[config.mk]
export PLATFORM = sky130hd
export DESIGN_NAME = lifo_stack_with_search_unit
export DESIGN_NICKNAME = d
export VERILOG_FILES = /design/src/rtl/lss_pkg.sv /design/src/rtl/lss_ctrl.sv /design/src/rtl/lss_dpath.sv /design/src/rtl/lifo_stack_with_search_unit.sv
export SDC_FILE = /design/constraint.sdc
export NUM_CORES = 1
export LEC_CHECK = 0
export ABC_AREA = 1
export BUFFER_PORTS_ARGS = -buffer_cell sky130_fd_sc_hd__buf_2
export CAP_MARGIN = 10
export CORE_MARGIN = 3
export CORE_UTILIZATION = 50
export DETAILED_ROUTE_END_ITERATION = 6
export PLACE_DENSITY = 0.62
export SETUP_SLACK_MARGIN = 0.5
export SYNTH_ARGS = -nofsm -noshare
export SYNTH_HDL_FRONTEND = slang
export SYNTH_HIERARCHICAL = 1
export SYNTH_SLANG_ARGS = --single-unit
[constraint.sdc]
create_clock -name clk_i -period 5.85 [get_ports clk_i]
set_input_delay 0 -clock clk_i [delete_from_list [all_inputs] [get_ports clk_i]]
set_output_delay 0 -clock clk_i [all_outputs]
set_load 0.02 [all_outputs]
[src/rtl/lss_pkg.sv]
// ----------------------------------------------------------------------------
// lss_pkg
// Shared types and constants for the LIFO stack with search unit.
// ----------------------------------------------------------------------------
package lss_pkg;

  localparam int StackDepth = 16;
  localparam int WordW      = 32;
  localparam int CountW     = 5;

  typedef enum logic [1:0] {
    OP_PUSH    = 2'd0,
    OP_POP     = 2'd1,
    OP_DISPLAY = 2'd2,
    OP_SEARCH  = 2'd3
  } lss_op_e;

  typedef enum logic [1:0] {
    ST_OK    = 2'd0,
    ST_EMPTY = 2'd1,
    ST_FULL  = 2'd2
  } lss_status_e;

  typedef struct packed {
    lss_op_e                  operation;
    logic signed [WordW-1:0]  value;
  } lss_in_t;

  typedef struct packed {
    lss_status_e              status;
    logic signed [WordW-1:0]  value_out;
    logic                     found;
    logic [CountW-1:0]        count;
    logic                     last;
  } lss_out_t;

  // controller to datapath
  typedef struct packed {
    logic        cap_en;
    logic        mem_we;
    logic        cnt_inc;
    logic        cnt_dec;
    logic        walk_top;
    logic        walk_zero;
    logic        walk_inc;
    logic        walk_dec;
    logic        rd_en;
    logic        hit_clr;
    logic        hit_acc;
    logic        out_load;
    lss_status_e out_status;
    logic        out_use_rdata;
    logic        out_found;
    logic        out_last;
  } lss_cmd_t;

  // datapath to controller
  typedef struct packed {
    logic empty;
    logic full;
    logic walk_is_zero;
    logic walk_at_end;
    logic out_free;
  } lss_stat_t;

endpackage

[src/rtl/lss_ctrl.sv]
// ----------------------------------------------------------------------------
// lss_ctrl
// Sequencer for the stack: decodes each item, walks the entry memory for
// pop, display and search, and schedules every result.
// ----------------------------------------------------------------------------
module lss_ctrl (
  input  logic              clk_i,
  input  logic              rst_ni,
  input  logic              in_valid_i,
  input  lss_pkg::lss_op_e  in_op_i,
  output logic              in_ready_o,
  input  lss_pkg::lss_stat_t stat_i,
  output lss_pkg::lss_cmd_t cmd_o
);

  localparam logic [1:0] S_IDLE = 2'd0;
  localparam logic [1:0] S_RD   = 2'd1;
  localparam logic [1:0] S_USE  = 2'd2;

  logic [1:0]       state_q, state_d;
  lss_pkg::lss_op_e op_q, op_d;
  logic             accept;

  assign in_ready_o = (state_q == S_IDLE) && stat_i.out_free;
  assign accept     = in_valid_i && in_ready_o;

  always_comb begin
    state_d = state_q;
    op_d    = op_q;
    cmd_o   = '0;
    cmd_o.out_status = lss_pkg::ST_OK;
    cmd_o.cap_en     = accept;
    case (state_q)
      S_IDLE: begin
        if (accept) begin
          op_d = in_op_i;
          case (in_op_i)
            lss_pkg::OP_PUSH: begin
              cmd_o.out_load = 1'b1;
              cmd_o.out_last = 1'b1;
              if (stat_i.full) begin
                cmd_o.out_status = lss_pkg::ST_FULL;
              end else begin
                cmd_o.mem_we  = 1'b1;
                cmd_o.cnt_inc = 1'b1;
              end
            end
            lss_pkg::OP_POP: begin
              if (stat_i.empty) begin
                cmd_o.out_load   = 1'b1;
                cmd_o.out_last   = 1'b1;
                cmd_o.out_status = lss_pkg::ST_EMPTY;
              end else begin
                cmd_o.cnt_dec  = 1'b1;
                cmd_o.walk_top = 1'b1;
                state_d        = S_RD;
              end
            end
            lss_pkg::OP_DISPLAY: begin
              if (stat_i.empty) begin
                cmd_o.out_load   = 1'b1;
                cmd_o.out_last   = 1'b1;
                cmd_o.out_status = lss_pkg::ST_EMPTY;
              end else begin
                cmd_o.walk_top = 1'b1;
                state_d        = S_RD;
              end
            end
            lss_pkg::OP_SEARCH: begin
              if (stat_i.empty) begin
                cmd_o.out_load   = 1'b1;
                cmd_o.out_last   = 1'b1;
                cmd_o.out_status = lss_pkg::ST_EMPTY;
              end else begin
                cmd_o.walk_zero = 1'b1;
                cmd_o.hit_clr   = 1'b1;
                state_d         = S_RD;
              end
            end
            default: ;
          endcase
        end
      end
      S_RD: begin
        cmd_o.rd_en = 1'b1;
        state_d     = S_USE;
      end
      S_USE: begin
        case (op_q)
          lss_pkg::OP_POP: begin
            if (stat_i.out_free) begin
              cmd_o.out_load      = 1'b1;
              cmd_o.out_use_rdata = 1'b1;
              cmd_o.out_last      = 1'b1;
              state_d             = S_IDLE;
            end
          end
          lss_pkg::OP_DISPLAY: begin
            // hold the entry until the output register frees up
            if (stat_i.out_free) begin
              cmd_o.out_load      = 1'b1;
              cmd_o.out_use_rdata = 1'b1;
              cmd_o.out_last      = stat_i.walk_is_zero;
              if (stat_i.walk_is_zero) begin
                state_d = S_IDLE;
              end else begin
                cmd_o.walk_dec = 1'b1;
                state_d        = S_RD;
              end
            end
          end
          lss_pkg::OP_SEARCH: begin
            if (stat_i.walk_at_end) begin
              if (stat_i.out_free) begin
                cmd_o.out_load  = 1'b1;
                cmd_o.out_found = 1'b1;
                cmd_o.out_last  = 1'b1;
                state_d         = S_IDLE;
              end
            end else begin
              cmd_o.hit_acc  = 1'b1;
              cmd_o.walk_inc = 1'b1;
              state_d        = S_RD;
            end
          end
          default: begin
            state_d = S_IDLE;
          end
        endcase
      end
      default: begin
        state_d = S_IDLE;
      end
    endcase
  end

  always_ff @(posedge clk_i or negedge rst_ni) begin
    if (!rst_ni) begin
      state_q <= S_IDLE;
      op_q    <= lss_pkg::OP_PUSH;
    end else begin
      state_q <= state_d;
      op_q    <= op_d;
    end
  end

endmodule

[src/rtl/lss_dpath.sv]
// ----------------------------------------------------------------------------
// lss_dpath
// Entry memory, depth counter, walk cursor, search hit flag and the
// result register.
// ----------------------------------------------------------------------------
module lss_dpath #(
  parameter int STACK_DEPTH = lss_pkg::StackDepth
) (
  input  logic               clk_i,
  input  logic               rst_ni,
  input  lss_pkg::lss_in_t   in_data_i,
  input  lss_pkg::lss_cmd_t  cmd_i,
  output lss_pkg::lss_stat_t stat_o,
  output logic               out_valid_o,
  input  logic               out_ready_i,
  output lss_pkg::lss_out_t  out_data_o
);

  localparam int AW = (STACK_DEPTH > 1) ? $clog2(STACK_DEPTH) : 1;
  localparam int CW = $clog2(STACK_DEPTH + 1);

  logic [lss_pkg::WordW-1:0] mem [STACK_DEPTH];

  logic [CW-1:0]             count_q, count_d;
  logic [AW-1:0]             walk_q, walk_d;
  logic [lss_pkg::WordW-1:0] value_q;
  logic [lss_pkg::WordW-1:0] rdata_q;
  logic                      hit_q, hit_d;
  logic                      match;
  logic                      out_valid_q, out_valid_d;
  lss_pkg::lss_out_t         out_q, out_d;
  logic [CW-1:0]             top;

  assign top   = count_q - CW'(1);
  assign match = (rdata_q == value_q);

  assign stat_o.empty        = (count_q == '0);
  assign stat_o.full         = (count_q == CW'(STACK_DEPTH));
  assign stat_o.walk_is_zero = (walk_q == '0);
  assign stat_o.walk_at_end  = (CW'(walk_q) == top);
  assign stat_o.out_free     = !out_valid_q || out_ready_i;

  always_comb begin
    count_d = count_q;
    if (cmd_i.cnt_inc) begin
      count_d = count_q + CW'(1);
    end else if (cmd_i.cnt_dec) begin
      count_d = top;
    end
  end

  always_comb begin
    walk_d = walk_q;
    if (cmd_i.walk_top) begin
      walk_d = top[AW-1:0];
    end else if (cmd_i.walk_zero) begin
      walk_d = '0;
    end else if (cmd_i.walk_inc) begin
      walk_d = walk_q + AW'(1);
    end else if (cmd_i.walk_dec) begin
      walk_d = walk_q - AW'(1);
    end
  end

  always_comb begin
    hit_d = hit_q;
    if (cmd_i.hit_clr) begin
      hit_d = 1'b0;
    end else if (cmd_i.hit_acc) begin
      hit_d = hit_q | match;
    end
  end

  always_comb begin
    out_d           = out_q;
    out_valid_d     = out_valid_q;
    if (out_valid_q && out_ready_i) begin
      out_valid_d = 1'b0;
    end
    if (cmd_i.out_load) begin
      out_valid_d     = 1'b1;
      out_d.status    = cmd_i.out_status;
      out_d.value_out = cmd_i.out_use_rdata ? rdata_q : '0;
      out_d.found     = cmd_i.out_found && (hit_q || match);
      out_d.count     = lss_pkg::CountW'(count_d);
      out_d.last      = cmd_i.out_last;
    end
  end

  // entry store, single write port and one registered read port
  always_ff @(posedge clk_i) begin
    if (cmd_i.mem_we) begin
      mem[count_q[AW-1:0]] <= in_data_i.value;
    end
    if (cmd_i.rd_en) begin
      rdata_q <= mem[walk_q];
    end
  end

  always_ff @(posedge clk_i) begin
    if (cmd_i.cap_en) begin
      value_q <= in_data_i.value;
    end
    out_q <= out_d;
  end

  always_ff @(posedge clk_i or negedge rst_ni) begin
    if (!rst_ni) begin
      count_q     <= '0;
      walk_q      <= '0;
      hit_q       <= 1'b0;
      out_valid_q <= 1'b0;
    end else begin
      count_q     <= count_d;
      walk_q      <= walk_d;
      hit_q       <= hit_d;
      out_valid_q <= out_valid_d;
    end
  end

  assign out_valid_o = out_valid_q;
  assign out_data_o  = out_q;

`ifndef SYNTHESIS
  a_count_bound: assert property (@(posedge clk_i) disable iff (!rst_ni)
    count_q <= CW'(STACK_DEPTH))
    else $error("entry count above depth");

  a_load_free: assert property (@(posedge clk_i) disable iff (!rst_ni)
    cmd_i.out_load |-> stat_o.out_free)
    else $error("result loaded over an unread item");

  a_no_write_full: assert property (@(posedge clk_i) disable iff (!rst_ni)
    cmd_i.mem_we |-> !stat_o.full)
    else $error("write into a full stack");

  a_no_pop_empty: assert property (@(posedge clk_i) disable iff (!rst_ni)
    cmd_i.cnt_dec |-> !stat_o.empty)
    else $error("pop from an empty stack");

  a_stall_hold: assert property (@(posedge clk_i) disable iff (!rst_ni)
    (out_valid_q && !out_ready_i) |=> (out_valid_q && $stable(out_q)))
    else $error("pending result changed under stall");
`endif

endmodule

[src/rtl/lifo_stack_with_search_unit.sv]
// ----------------------------------------------------------------------------
// lifo_stack_with_search_unit
// LIFO stack of signed words with pop, push, top-down display and search.
// ----------------------------------------------------------------------------
//  channel | direction | handshake               | payload
//  in      | input     | in_valid_i / in_ready_o | in_data_i  (lss_in_t)
//  out     | output    | out_valid_o/out_ready_i | out_data_o (lss_out_t)
//
//  Push, and pop, display or search on an empty stack: result in the cycle
//  after accept. Pop steps through the read and use states, display and
//  search through read and use once per held entry; no new item is taken
//  until the walk ends, paced by the single registered read port of the store.
//  Reset is asynchronous; the entry store has no clearing pass.
//  A stalled result holds in the output register; a new item is taken only
//  while idle and when that register is empty or being drained.
// ----------------------------------------------------------------------------
module lifo_stack_with_search_unit #(
  parameter int STACK_DEPTH = lss_pkg::StackDepth
) (
  input  logic              clk_i,
  input  logic              rst_ni,
  input  logic              in_valid_i,
  output logic              in_ready_o,
  input  lss_pkg::lss_in_t  in_data_i,
  output logic              out_valid_o,
  input  logic              out_ready_i,
  output lss_pkg::lss_out_t out_data_o
);

  lss_pkg::lss_cmd_t  cmd;
  lss_pkg::lss_stat_t stat;

  lss_ctrl u_ctrl (
    .clk_i      (clk_i),
    .rst_ni     (rst_ni),
    .in_valid_i (in_valid_i),
    .in_op_i    (in_data_i.operation),
    .in_ready_o (in_ready_o),
    .stat_i     (stat),
    .cmd_o      (cmd)
  );

  lss_dpath #(
    .STACK_DEPTH (STACK_DEPTH)
  ) u_dpath (
    .clk_i       (clk_i),
    .rst_ni      (rst_ni),
    .in_data_i   (in_data_i),
    .cmd_i       (cmd),
    .stat_o      (stat),
    .out_valid_o (out_valid_o),
    .out_ready_i (out_ready_i),
    .out_data_o  (out_data_o)
  );

endmodule

==> run metrics, run 1 <==
Area contributors post-synth sky130_fd_sc_hd__edfxtp_1 (74%), sky130_fd_sc_hd__nor2_1 (4.6%), sky130_fd_sc_hd__o21ai_0 (4.5%); reg-to-reg critical path startpoint u_dpath/out_valid_o; total routing resource utilization after global routing roughly 23%; Sinks on Clock Net between 600 and 700; type of the worst setup path flop to flop; final core utilization 58.06%; area overhead of the layout relative to synthesis 14.16%; CTS H-tree depth 3; Critical path destination u_dpath/mem[6][11]; synthesized flop and latch total approximately 630; multi-input combinational cell area 5421 um^2; Leakage 0.009857 uW; cell type group with the largest total delay on the critical path simple AND/OR/NAND/NOR gates; post-route fraction of the period consumed by the critical path 65.57%; number of antenna violations at the first check in global routing 2; Post-Synthesis Cells ~1,900; part of the total power dissipated in the clock network 30.1%; Slowest-stage cell, CP sky130_fd_sc_hd__nor2_4; total wire length just over 60 mm; Remaining Overflow, GRT 0; number of optimization iterations in the first detailed-route pass 5; Num CTS Buffers 66; post-placement setup slack between 1500 and 2000 ps; Synthesis Warnings 6; first-pass GRT wire length ~92 mm; switching portion of total power about 34%; number of pins with negative max-slew slack in the final report 0; unrepaired setup endpoints after global routing no; actual slew at the worst max-slew pin roughly 1300 ps; fill count 3,918; r2r setup slk slightly above 2000 ps; slew margin rel. between 10% and 20%; origin of the worst min-delay path out_ready_i; Reg area between 15,000 and 20,000 um^2; maximum root-to-sink buffer count 3; final sum of negative setup slack 0 ps; most frequent cell on the critical path sky130_fd_sc_hd__nand2_1; final count of negative-setup-slack endpoints 0; IO Port Bufs 80; sequential-to-total area share from yosys stat 75.47%; worst path required time between 6000 and 7000 ps; detailed-route vias per instance approximately 5.7; power per unit of standard cell area between 400 and 500 nW/um^2; number of hold violations in the final report 0; share of layout cells above drive strength 1 11.29%; peak clock frequency supported by timing 260.7 MHz; total number of cells along the worst setup path 8; clock transition at the register clock pins on the worst setup and hold paths after CTS 60 ps; top fanout value on the critical path 34; placer congestion estimate 0.8270; clock tree from TritonCTS built; setup clock skew after layout around 22 ps; area fraction of the dominant cell type after synthesis between 70% and 80%; number of vias in the routed layout 15,300; number of unique standard cell types used by synthesis 36; die height between 200 and 250 um; endpoint of the lowest-slack register-to-register path u_dpath/mem[6][11]; number of nets still failing antenna checks after routing 0; number of cells traversed by the worst hold path 5; internal power component 9030 uW; count of buffer and inverter cells on the critical path 2; area inside the core boundary roughly 50,000 um^2; IO Count just over 80; synthesized area about 25,000 um^2; pin count of the biggest net entering global routing a little under 100; diode insertion count for antenna repair 0; layout net count ~2,000; net switching power roughly 4700 uW; minimum period implied by the final worst setup slack 3836 ps; via count of the first global-routing pass ~15,000; worst supply voltage drop on vdd 0.2628 mV; post-synthesis net count 1,924; critical path launch point u_dpath/out_valid_o; clock latency on the worst-skew pair a little under 600 ps; DRC violation count after routing 0; synthesized area per cell ~13 um^2; number of DRC markers in iteration 0 1,482; Hold/Removal Path Class primary input to flop; r2r worst-path depth 8; standard-cell rows 81; run status completed; starting utilization of the core area 50.85%; kind of start point of the critical path flop; Clock Tree Root sky130_fd_sc_hd__clkbuf_16; delay of the slowest cell on the worst path ~1100 ps; width of the die around 230 um; HPWL after DPL 35.04 mm; routed wire length per instance between 20 and 25 um; ordered cell list for the critical path nand2_1, inv_2, nor3_4, buf_4, nand2_1, nor2_1, nand2_1, nor2_4; worst path setup slack after routing between 2000 and 2500 ps; maxcap violations 0; part of the power in combinational logic 27.8%; CP Capture Type flop; data arrival time of the worst path roughly 4000 ps; Die Outline Area ~53,000 um^2; top cell type by total area after synthesis sky130_fd_sc_hd__edfxtp_1; part of the power in registers a little over two fifths
==> cell usage after synthesis, drive strengths merged <==
master	instances
ha	15
a211oi	1
o221ai	30
edfxtp	617
clkbuf	44
nand3	40
xnor2	23
nand2	216
xor2	8
a21oi	40
nor3	3
fa	1
a21o	1
dfrtp	15
o22ai	65
o21bai	2
o211ai	37
inv	88
nor2	307
nand4	1
o21ai	231
buf	61
mux2i	24
==> cell usage in the layout, fill, tap and decap left out, drive strengths merged, types with 8 or more instances in the layout <==
master	count
o211ai	37
dfrtp	15
clkbuf	80
o22ai	65
nand3	40
buf	98
o21ai	231
a21oi	40
ha	15
edfxtp	617
xnor2	23
dlygate4sd3	40
mux2i	24
nand2	216
nor2	307
clkinv	29
o221ai	30
xor2	8
inv	89
==> worst reg2reg max path: cells and delay by family (launching register included) <==
family / cells / cell delay (ps)
and+or+nand+nor: 6 / 2480
DFF: 1 / 370
buffers and inverters: 2 / 580
==> metrics by stage <==
step	std cells	instance area [um^2]	total power [uW]	hold WS, ps
after detailed placement	2526	26040	9620	-51.58
after CTS	2682	28570	13780	321.6
after global placement	2525	26020	9576	-58.44
final	2683	28590	13710	356.6
after floorplan	1870	25050	8332	-295.6
after global routing	2683	28590	14410	380.8
==> power groups by stage <==
stage               clock network (uW)  registers [uW]  logic, uW
floorplan                            0            5800       2530
global placement                     0            5850       3720
detailed placement                   0            5860       3760
CTS                               4210            5770       3810
global route                      4410            5810       4200
finish                            4130            5770       3810
==> area by class of cell <==
class,instances,share of cell area [%]
sequential,632,66.14
multi-input combinational,1045,18.96
clock buffer,80,6.332
timing repair buffer,138,3.387
tap,664,2.905
inverter,88,1.173
clock inverter,36,1.107
==> sequential cells by signal (all words and copies together), names as in the netlist <==
signal / count
u_dpath/hit_q: 1
u_dpath/count_q: 5
u_ctrl/state_q: 2
u_dpath/rdata_q: 32
u_ctrl/op_q: 2
u_dpath/out_valid_o: 1
u_dpath/mem: 512
u_dpath/out_data_o: 41
u_dpath/walk_q: 4
u_dpath/value_q: 32
==> how the worst min path moves through the flow <==
stage / slack [ps] / end
6_report: 360 / u_dpath/out_valid_o
5_1_grt: 380 / u_dpath/mem[4][5]
4_1_cts: 320 / u_dpath/out_valid_o
3_5_place_dp: -50 / u_dpath/count_q[4]
3_3_place_gp: -60 / u_dpath/count_q[2]
2_1_floorplan: -300 / u_ctrl/op_q[0]
==> cell families after synthesis <==
kind of cell               Yosys count  share of synthesized area, %
AOI/OAI and AO/OA                  407                         9.346
xor gates and xnor gates            31                         1.084
muxes                               24                        0.9591
adders and majority gates           16                        0.8292
and+or+nand+nor                    567                         8.867
DFF                                632                         75.47
buffers and inverters              193                         3.447
==> metal layers <==
layer  vias up  share of wire, %  track usage [%]
li1       6978                 -                -
met1      7550                43            33.38
met2       658                46            35.29
met3       108               7.9            4.732
met4         2               2.9            8.613
met5         -             0.021                0
==> what timing repair did <==
item                                   in CTS  in global routing
setup endpoints to repair                   0                  0
setup buffers                               0                  0
hold buffers                               40                  0
endpoints found under the hold margin     567                  0
resized for setup                           0                  0
No activity file was read; power rests on OpenSTA's default activity.
==> run 2, diff against run 1 <==
clock period = 3.9 ns   (was 5.85 ns; I/O delays follow)
==> run 2 against run 1 <==
Net effect: count of clock-buffer cells in the layout is 4 higher; via count hardly changed; utilization is 0.19 points higher; clock power is 41% higher; sequential cell count stayed put; wire length is 0.48% lower; critical endpoint is now u_dpath/out_data_o[35].
==> run metrics, run 2 (synthesized netlist as in run 1, its figures left out) <==
delay of the slowest cell on the worst path 430 ps; type of the worst setup path flop to flop; most frequent standard cell in the layout excluding fill and tap cells sky130_fd_sc_hd__edfxtp_1; placer congestion estimate about 0.84; clock tree from TritonCTS built; unrepaired setup endpoints after global routing no; pin count of the biggest net entering global routing around 240; actual slew at the worst max-slew pin roughly 1100 ps; part of the total power dissipated in the clock network approximately 29%; clock transition at the register clock pins on the worst setup and hold paths after CTS roughly 50 ps; via count of the first global-routing pass around 15,000; kind of start point of the critical path flop; part of the power in registers about 43%; share of layout cells above drive strength 1 between 10% and 20%; part of the power in combinational logic approximately 28%; ordered cell list for the critical path inv_1, ha_1, nand2_1, inv_1, a211oi_1, nand3_1, nor2_1, nand3_1, a21oi_1, nand2_1, nand2_2, buf_12; final count of negative-setup-slack endpoints 0; setup clock skew after layout about 15 ps; IO Port Bufs 80; die height 229.8 um; slew margin rel. between 20% and 30%; HPWL after DPL about 33 mm; worst path required time 4180 ps; internal power component 13,260 uW; first-pass GRT wire length about 92 mm; number of setup buffers added after CTS 0; number of antenna violations at the first check in global routing 4; DRC violation count after routing 0; CTS H-tree depth 3; detailed-route vias per instance between 5 and 6; total wire length slightly above 60 mm; CP Capture Type flop; Slowest-stage cell, CP sky130_fd_sc_hd__dfrtp_1; number of instances in the placed design between 2,000 and 3,000; Hold/Removal Path Class primary input to flop; Remaining Overflow, GRT 0; minimum period implied by the final worst setup slack 3030 ps; width of the die about 230 um; standard-cell rows a little over 80; layout net count slightly above 2,000; number of hold violations in the final report 0; worst supply voltage drop on vdd approximately 0.61 mV; switching portion of total power 34.15%; clock latency on the worst-skew pair between 500 and 600 ps; Non-Filler Instances 2,700; power per unit of standard cell area around 700 nW/um^2; area inside the core boundary approximately 50,000 um^2; total power consumption of the routed design 20,140 uW; number of optimization iterations in the first detailed-route pass 7; Leakage 0.009905 uW; final sum of negative setup slack 0 ps; number of nets still failing antenna checks after routing 0; Die Outline Area 52,820 um^2; net switching power 6879 uW; maxcap violations 0; Largest register FFs 512; number of DRC markers in iteration 0 roughly 1,700; number of pins with negative max-slew slack in the final report 0; Sinks on Clock Net around 630; peak clock frequency supported by timing 330.0 MHz; IO Count 81; fill count just under 4,000; area overhead of the layout relative to synthesis 14.53%; starting utilization of the core area 50.85%; data arrival time of the worst path 3310 ps; multi-input combinational cell area roughly 5400 um^2; Num CTS Buffers 68; top fanout value on the critical path 22; run status completed; Reg area between 15,000 and 20,000 um^2; maximum root-to-sink buffer count 3; total routing resource utilization after global routing a little under a quarter; commonest cells after routing, fill and taps aside sky130_fd_sc_hd__edfxtp_1 (617), sky130_fd_sc_hd__nor2_1 (285), sky130_fd_sc_hd__o21ai_0 (227), sky130_fd_sc_hd__nand2_1 (213), sky130_fd_sc_hd__inv_1 (82); Clock Tree Root sky130_fd_sc_hd__clkbuf_16; number of vias in the routed layout approximately 15,000; routed wire length per instance between 20 and 25 um; post-route fraction of the period consumed by the critical path ~80%
run 2: power groups by stage:
stage | logic, uW | registers [uW] | clock network, uW
2_1_floorplan | 3800 | 8700 | 0
3_3_place_gp | 5500 | 8750 | 0
3_5_place_dp | 5580 | 8770 | 0
4_1_cts | 5640 | 8630 | 5970
5_1_grt | 6270 | 8690 | 6250
6_report | 5670 | 8630 | 5840
run 2: metal layers:
metal	up-vias	share of wire, %	wire length [um]	GRT usage (%)
met5	-	0.051	31	0
met4	6	3.1	1872	7.638
met3	126	6.8	4156	4.596
met2	547	46	27950	35.21
met1	7612	44	27040	33.77
li1	7008	-	-	-
run 2: final cells by class:
type	count	share of cell area [%]
inverter	88	1.169
clock inverter	29	0.5539
timing repair buffer	157	4.178
antenna	1	0.008723
tap	664	2.896
multi-input combinational	1045	18.91
clock buffer	84	6.363
sequential	632	65.92
run 2: worst max-delay path, delay by kind of cell, from the launching register on:
| family | cells | cell delay, ps |
|---|---|---|
| simple gates | 6 | 1050 |
| buf+inv | 3 | 450 |
| flops | 1 | 430 |
| compound gates | 2 | 420 |
| fa+ha+maj | 1 | 390 |
run 2: timing repair:
item | 4_1_cts | 5_1_grt
hold buffers | 38 | 0
resized for setup | 0 | 1
endpoints found under the setup margin | 0 | 1
endpoints found under the hold margin | 565 | 0
run 2: worst paths after layout:
| check | from | endpoint | slack (ps) | cells past startpoint |
|---|---|---|---|---|
| hold / removal | in_data_i[32] | u_dpath/out_data_o[39] | 90 | 4 |
| setup reg to reg | u_dpath/count_q[0] | u_dpath/out_data_o[35] | 870 | 12 |
| hold reg to reg | u_dpath/hit_q | u_dpath/hit_q | 550 | 2 |
| max in group asynchronous | rst_ni | u_dpath/walk_q[1] | 2720 | 3 |
| min in group asynchronous | rst_ni | u_dpath/out_valid_o | 590 | 3 |
| setup / recovery | u_dpath/count_q[0] | u_dpath/out_data_o[35] | 870 | 12 |
run 2: through the flow:
step	setup slack, ps	area (um^2)	util, %	hold WS, ps
6_report	869.7	28690	58.24	92.84
5_1_grt	582.5	28690	58.24	116.3
3_3_place_gp	916.6	26320	53.43	-43.03
2_1_floorplan	627.9	25050	-	-295.6
4_1_cts	862.6	28680	58.23	69.97
3_5_place_dp	860.6	26320	53.43	-43.46
==> run 3, diff against run 2 <==
ABC_AREA = 0   (was 1)
clock period = 3.15 ns   (was 3.9 ns; I/O delays follow)
==> run 3 against run 2 <==
Net effect: synthesized cell count fell by 36%; first-iteration DRC count fell by 48%; final area rose by 0.64%; clock skew rose by 6.4 ps; non-clock buffer count rose by 11; utilization rose by 1.6 points; maximum frequency rose by 12%; synthesized area fell by 1.6%; via count fell by 21%; wire length fell by 12%; critical endpoint is now u_dpath/walk_q[3]; largest cell class unchanged; largest power group unchanged; highest routed layer is now met4.
==> run metrics, run 3 <==
run status completed; starting utilization of the core area between 50% and 60%; number of hold violations in the final report 0; worst path required time about 3600 ps; Non-Filler Instances ~2,100; sequential-to-total area share from yosys stat between 70 and 80%; total routing resource utilization after global routing a little over a fifth; layout net count 1,435; Reg area roughly 19,000 um^2; post-route fraction of the period consumed by the critical path 86.10%; commonest cells after routing, fill and taps aside sky130_fd_sc_hd__edfxtp_1 (617), sky130_fd_sc_hd__buf_2 (80), sky130_fd_sc_hd__mux4_2 (76), sky130_fd_sc_hd__clkbuf_16 (68), sky130_fd_sc_hd__mux2i_1 (67); clock tree from TritonCTS built; Num CTS Buffers between 60 and 70; detailed-route vias per instance slightly below 6; unrepaired setup endpoints after global routing yes; Hold/Removal Path Class primary input to flop; die height about 230 um; Area contributors post-synth sky130_fd_sc_hd__edfxtp_1 (75%), sky130_fd_sc_hd__mux4_2 (6.9%), sky130_fd_sc_hd__mux4_1 (3.2%); HPWL after DPL roughly 28 mm; multi-input combinational cell area ~5600 um^2; power per unit of standard cell area ~830 nW/um^2; Slowest-stage cell, CP sky130_fd_sc_hd__dfrtp_2; post-synthesis net count ~1,300; number of unique standard cell types used by synthesis 49; data arrival time of the worst path 3170 ps; clock transition at the register clock pins on the worst setup and hold paths after CTS roughly 60 ps; Sinks on Clock Net about 630; Post-Synthesis Cells roughly 1,200; CTS H-tree depth 3; number of optimization iterations in the first detailed-route pass 5; IO Port Bufs 80; IO Count just over 80; Largest register FFs slightly above 500; maximum root-to-sink buffer count 3; synthesized area per cell ~20 um^2; standard-cell rows 80; peak clock frequency supported by timing approximately 370 MHz; maxcap violations 0; DRC violation count after routing 0; fill count between 3,000 and 4,000; routed wire length per instance around 26 um; total wire length 53.92 mm; post-placement setup slack 81.35 ps; final core utilization roughly three fifths; area overhead of the layout relative to synthesis 17.18%; diode insertion count for antenna repair 0; setup clock skew after layout 21.32 ps; placer congestion estimate approximately 0.76; top cell type by total area after synthesis sky130_fd_sc_hd__edfxtp_1; library cell with the highest instance count after synthesis sky130_fd_sc_hd__edfxtp_1; worst supply voltage drop on vdd ~0.44 mV; most frequent standard cell in the layout excluding fill and tap cells sky130_fd_sc_hd__edfxtp_1; ordered cell list for the critical path buf_6, xnor2_2, nor2_2, a211oi_2, a41oi_2, nor4_4, nor4b_2, inv_1, ha_1, a21o_1, a21oi_2, mux2i_1, xor2_1, o22ai_1; Clock Tree Root sky130_fd_sc_hd__clkbuf_16; synthesized area around 25,000 um^2; slew margin rel. around half; minimum period implied by the final worst setup slack around 2700 ps; area fraction of the dominant cell type after synthesis between 70% and 80%; CP Capture Type flop; area inside the core boundary 48,250 um^2; number of pins with negative max-slew slack in the final report 0; Synthesis Warnings 6; width of the die ~230 um; dominant register cell in the synthesized netlist sky130_fd_sc_hd__edfxtp_1; via count of the first global-routing pass around 12,000; final sum of negative setup slack 0 ps; share of synthesized flip-flops with an asynchronous set or reset between 2 and 2.5%; total non-filler cell area in the finished layout about 29,000 um^2; Remaining Overflow, GRT 0; delay of the slowest cell on the worst path 440 ps; actual slew at the worst max-slew pin roughly 770 ps; share of layout cells above drive strength 1 24.49%; ranking of synthesized cells by instance count sky130_fd_sc_hd__edfxtp_1 (617), sky130_fd_sc_hd__mux4_2 (76), sky130_fd_sc_hd__mux2i_1 (67); final count of negative-setup-slack endpoints 0; Die Outline Area between 50,000 and 60,000 um^2; top fanout value on the critical path 5; kind of start point of the critical path flop; Placement Cell Area about 26,000 um^2; pin count of the biggest net entering global routing around 100; Leakage between 0.009 and 0.01 uW; worst path setup slack after routing 437.9 ps; clock latency on the worst-skew pair 580 ps; number of instances in the placed design 1,920; number of DRC markers in iteration 0 880; type of the worst setup path flop to flop; number of enable flip-flop cells after synthesis ~600; number of vias in the routed layout 12,020; number of antenna violations at the first check in global routing 0; number of nets still failing antenna checks after routing 0; synthesized flop and latch total between 600 and 700; first-pass GRT wire length 80.87 mm
[run 3: cell types whose count changed in the layout (fill, tap and decap cells not counted), sizes merged, moves of 18 or more]
cell,previous run,this run
a31oi,0,32
nor2,307,26
xnor2,23,41
and2,0,44
mux4,0,106
inv,90,20
o22ai,65,29
mux2i,24,67
o21ai,231,26
nand2,216,37
o221ai,30,0
a21oi,40,7
nand3,40,1
o211ai,37,1
[run 3: final cells by class]
type                       instances  area share (%)
sequential                       632           65.53
multi-input combinational        494           19.37
clock buffer                      86           6.128
timing repair buffer             168           4.975
tap                              656           2.843
clock inverter                    26          0.8971
inverter                          19          0.2557
[run 3: metrics by stage]
step / power [uW] / hold WS [ps]
after floorplan: 15010 / -295.6
after global placement: 16570 / -56.96
after detailed placement: 16660 / -55.25
after CTS: 24250 / 32.54
after global routing: 25100 / 39.93
final: 24040 / 45.22
[run 3: worst paths after layout]
path | start | endpoint | slack [ps] | depth (start not counted)
worst min-delay path | in_valid_i | u_dpath/out_data_o[39] | 50 | 3
max in group asynchronous | rst_ni | u_dpath/walk_q[1] | 1980 | 3
min in group asynchronous | rst_ni | u_dpath/walk_q[0] | 600 | 3
worst max register to register | u_dpath/count_q[2] | u_dpath/walk_q[3] | 440 | 14
worst min register to register | u_dpath/rdata_q[26] | u_dpath/out_data_o[33] | 570 | 1
worst max-delay path | u_dpath/count_q[2] | u_dpath/walk_q[3] | 440 | 14
[run 3: power breakdown]
group / internal, uW / total [uW] / switching, uW / leakage (uW)
sequential: 10100 / 10400 / 352 / 0.00577
clock: 4360 / 7380 / 3020 / 0.000995
combinational: 2670 / 6240 / 3570 / 0.00266
total: 17100 / 24000 / 6950 / 0.00943
[run 3: logic make-up after synthesis]
group,count (synthesis),share of synthesized area [%]
AOI/OAI and AO/OA,114,2.920
xor gates and xnor gates,45,1.600
adders and majority gates,16,0.8430
buffers and inverters,80,1.935
DFF,632,76.73
muxes,174,12.91
and+or+nand+nor,145,3.062
[run 3: repair_timing]
item                                   in CTS  in global routing
gates resized for setup                    16                  7
hold buffers                               37                  0
setup endpoints to repair                  44                 77
gates cloned                                0                  0
pin swaps                                  11                  3
endpoints found under the hold margin     564                  0
setup buffers                               8                  4
[run 3: routing by layer]
metal,track usage (%),wire length [um],vias to the layer above
met2,34.65,26780,338
met3,3.306,2787,80
met4,6.531,1178,0
met1,29.44,23170,6340
li1,-,-,5258
met5,0,0,-
[run 3: critical path, delay by kind of cell, from the launching register on]
| family | cells | cell delay [ps] |
|---|---|---|
| and+or+nand+nor | 3 | 430 |
| muxes | 1 | 250 |
| xor gates and xnor gates | 2 | 290 |
| adders and majority gates | 1 | 280 |
| AOI/OAI and AO/OA | 5 | 670 |
| DFF | 1 | 440 |
| buffers and inverters | 2 | 220 |
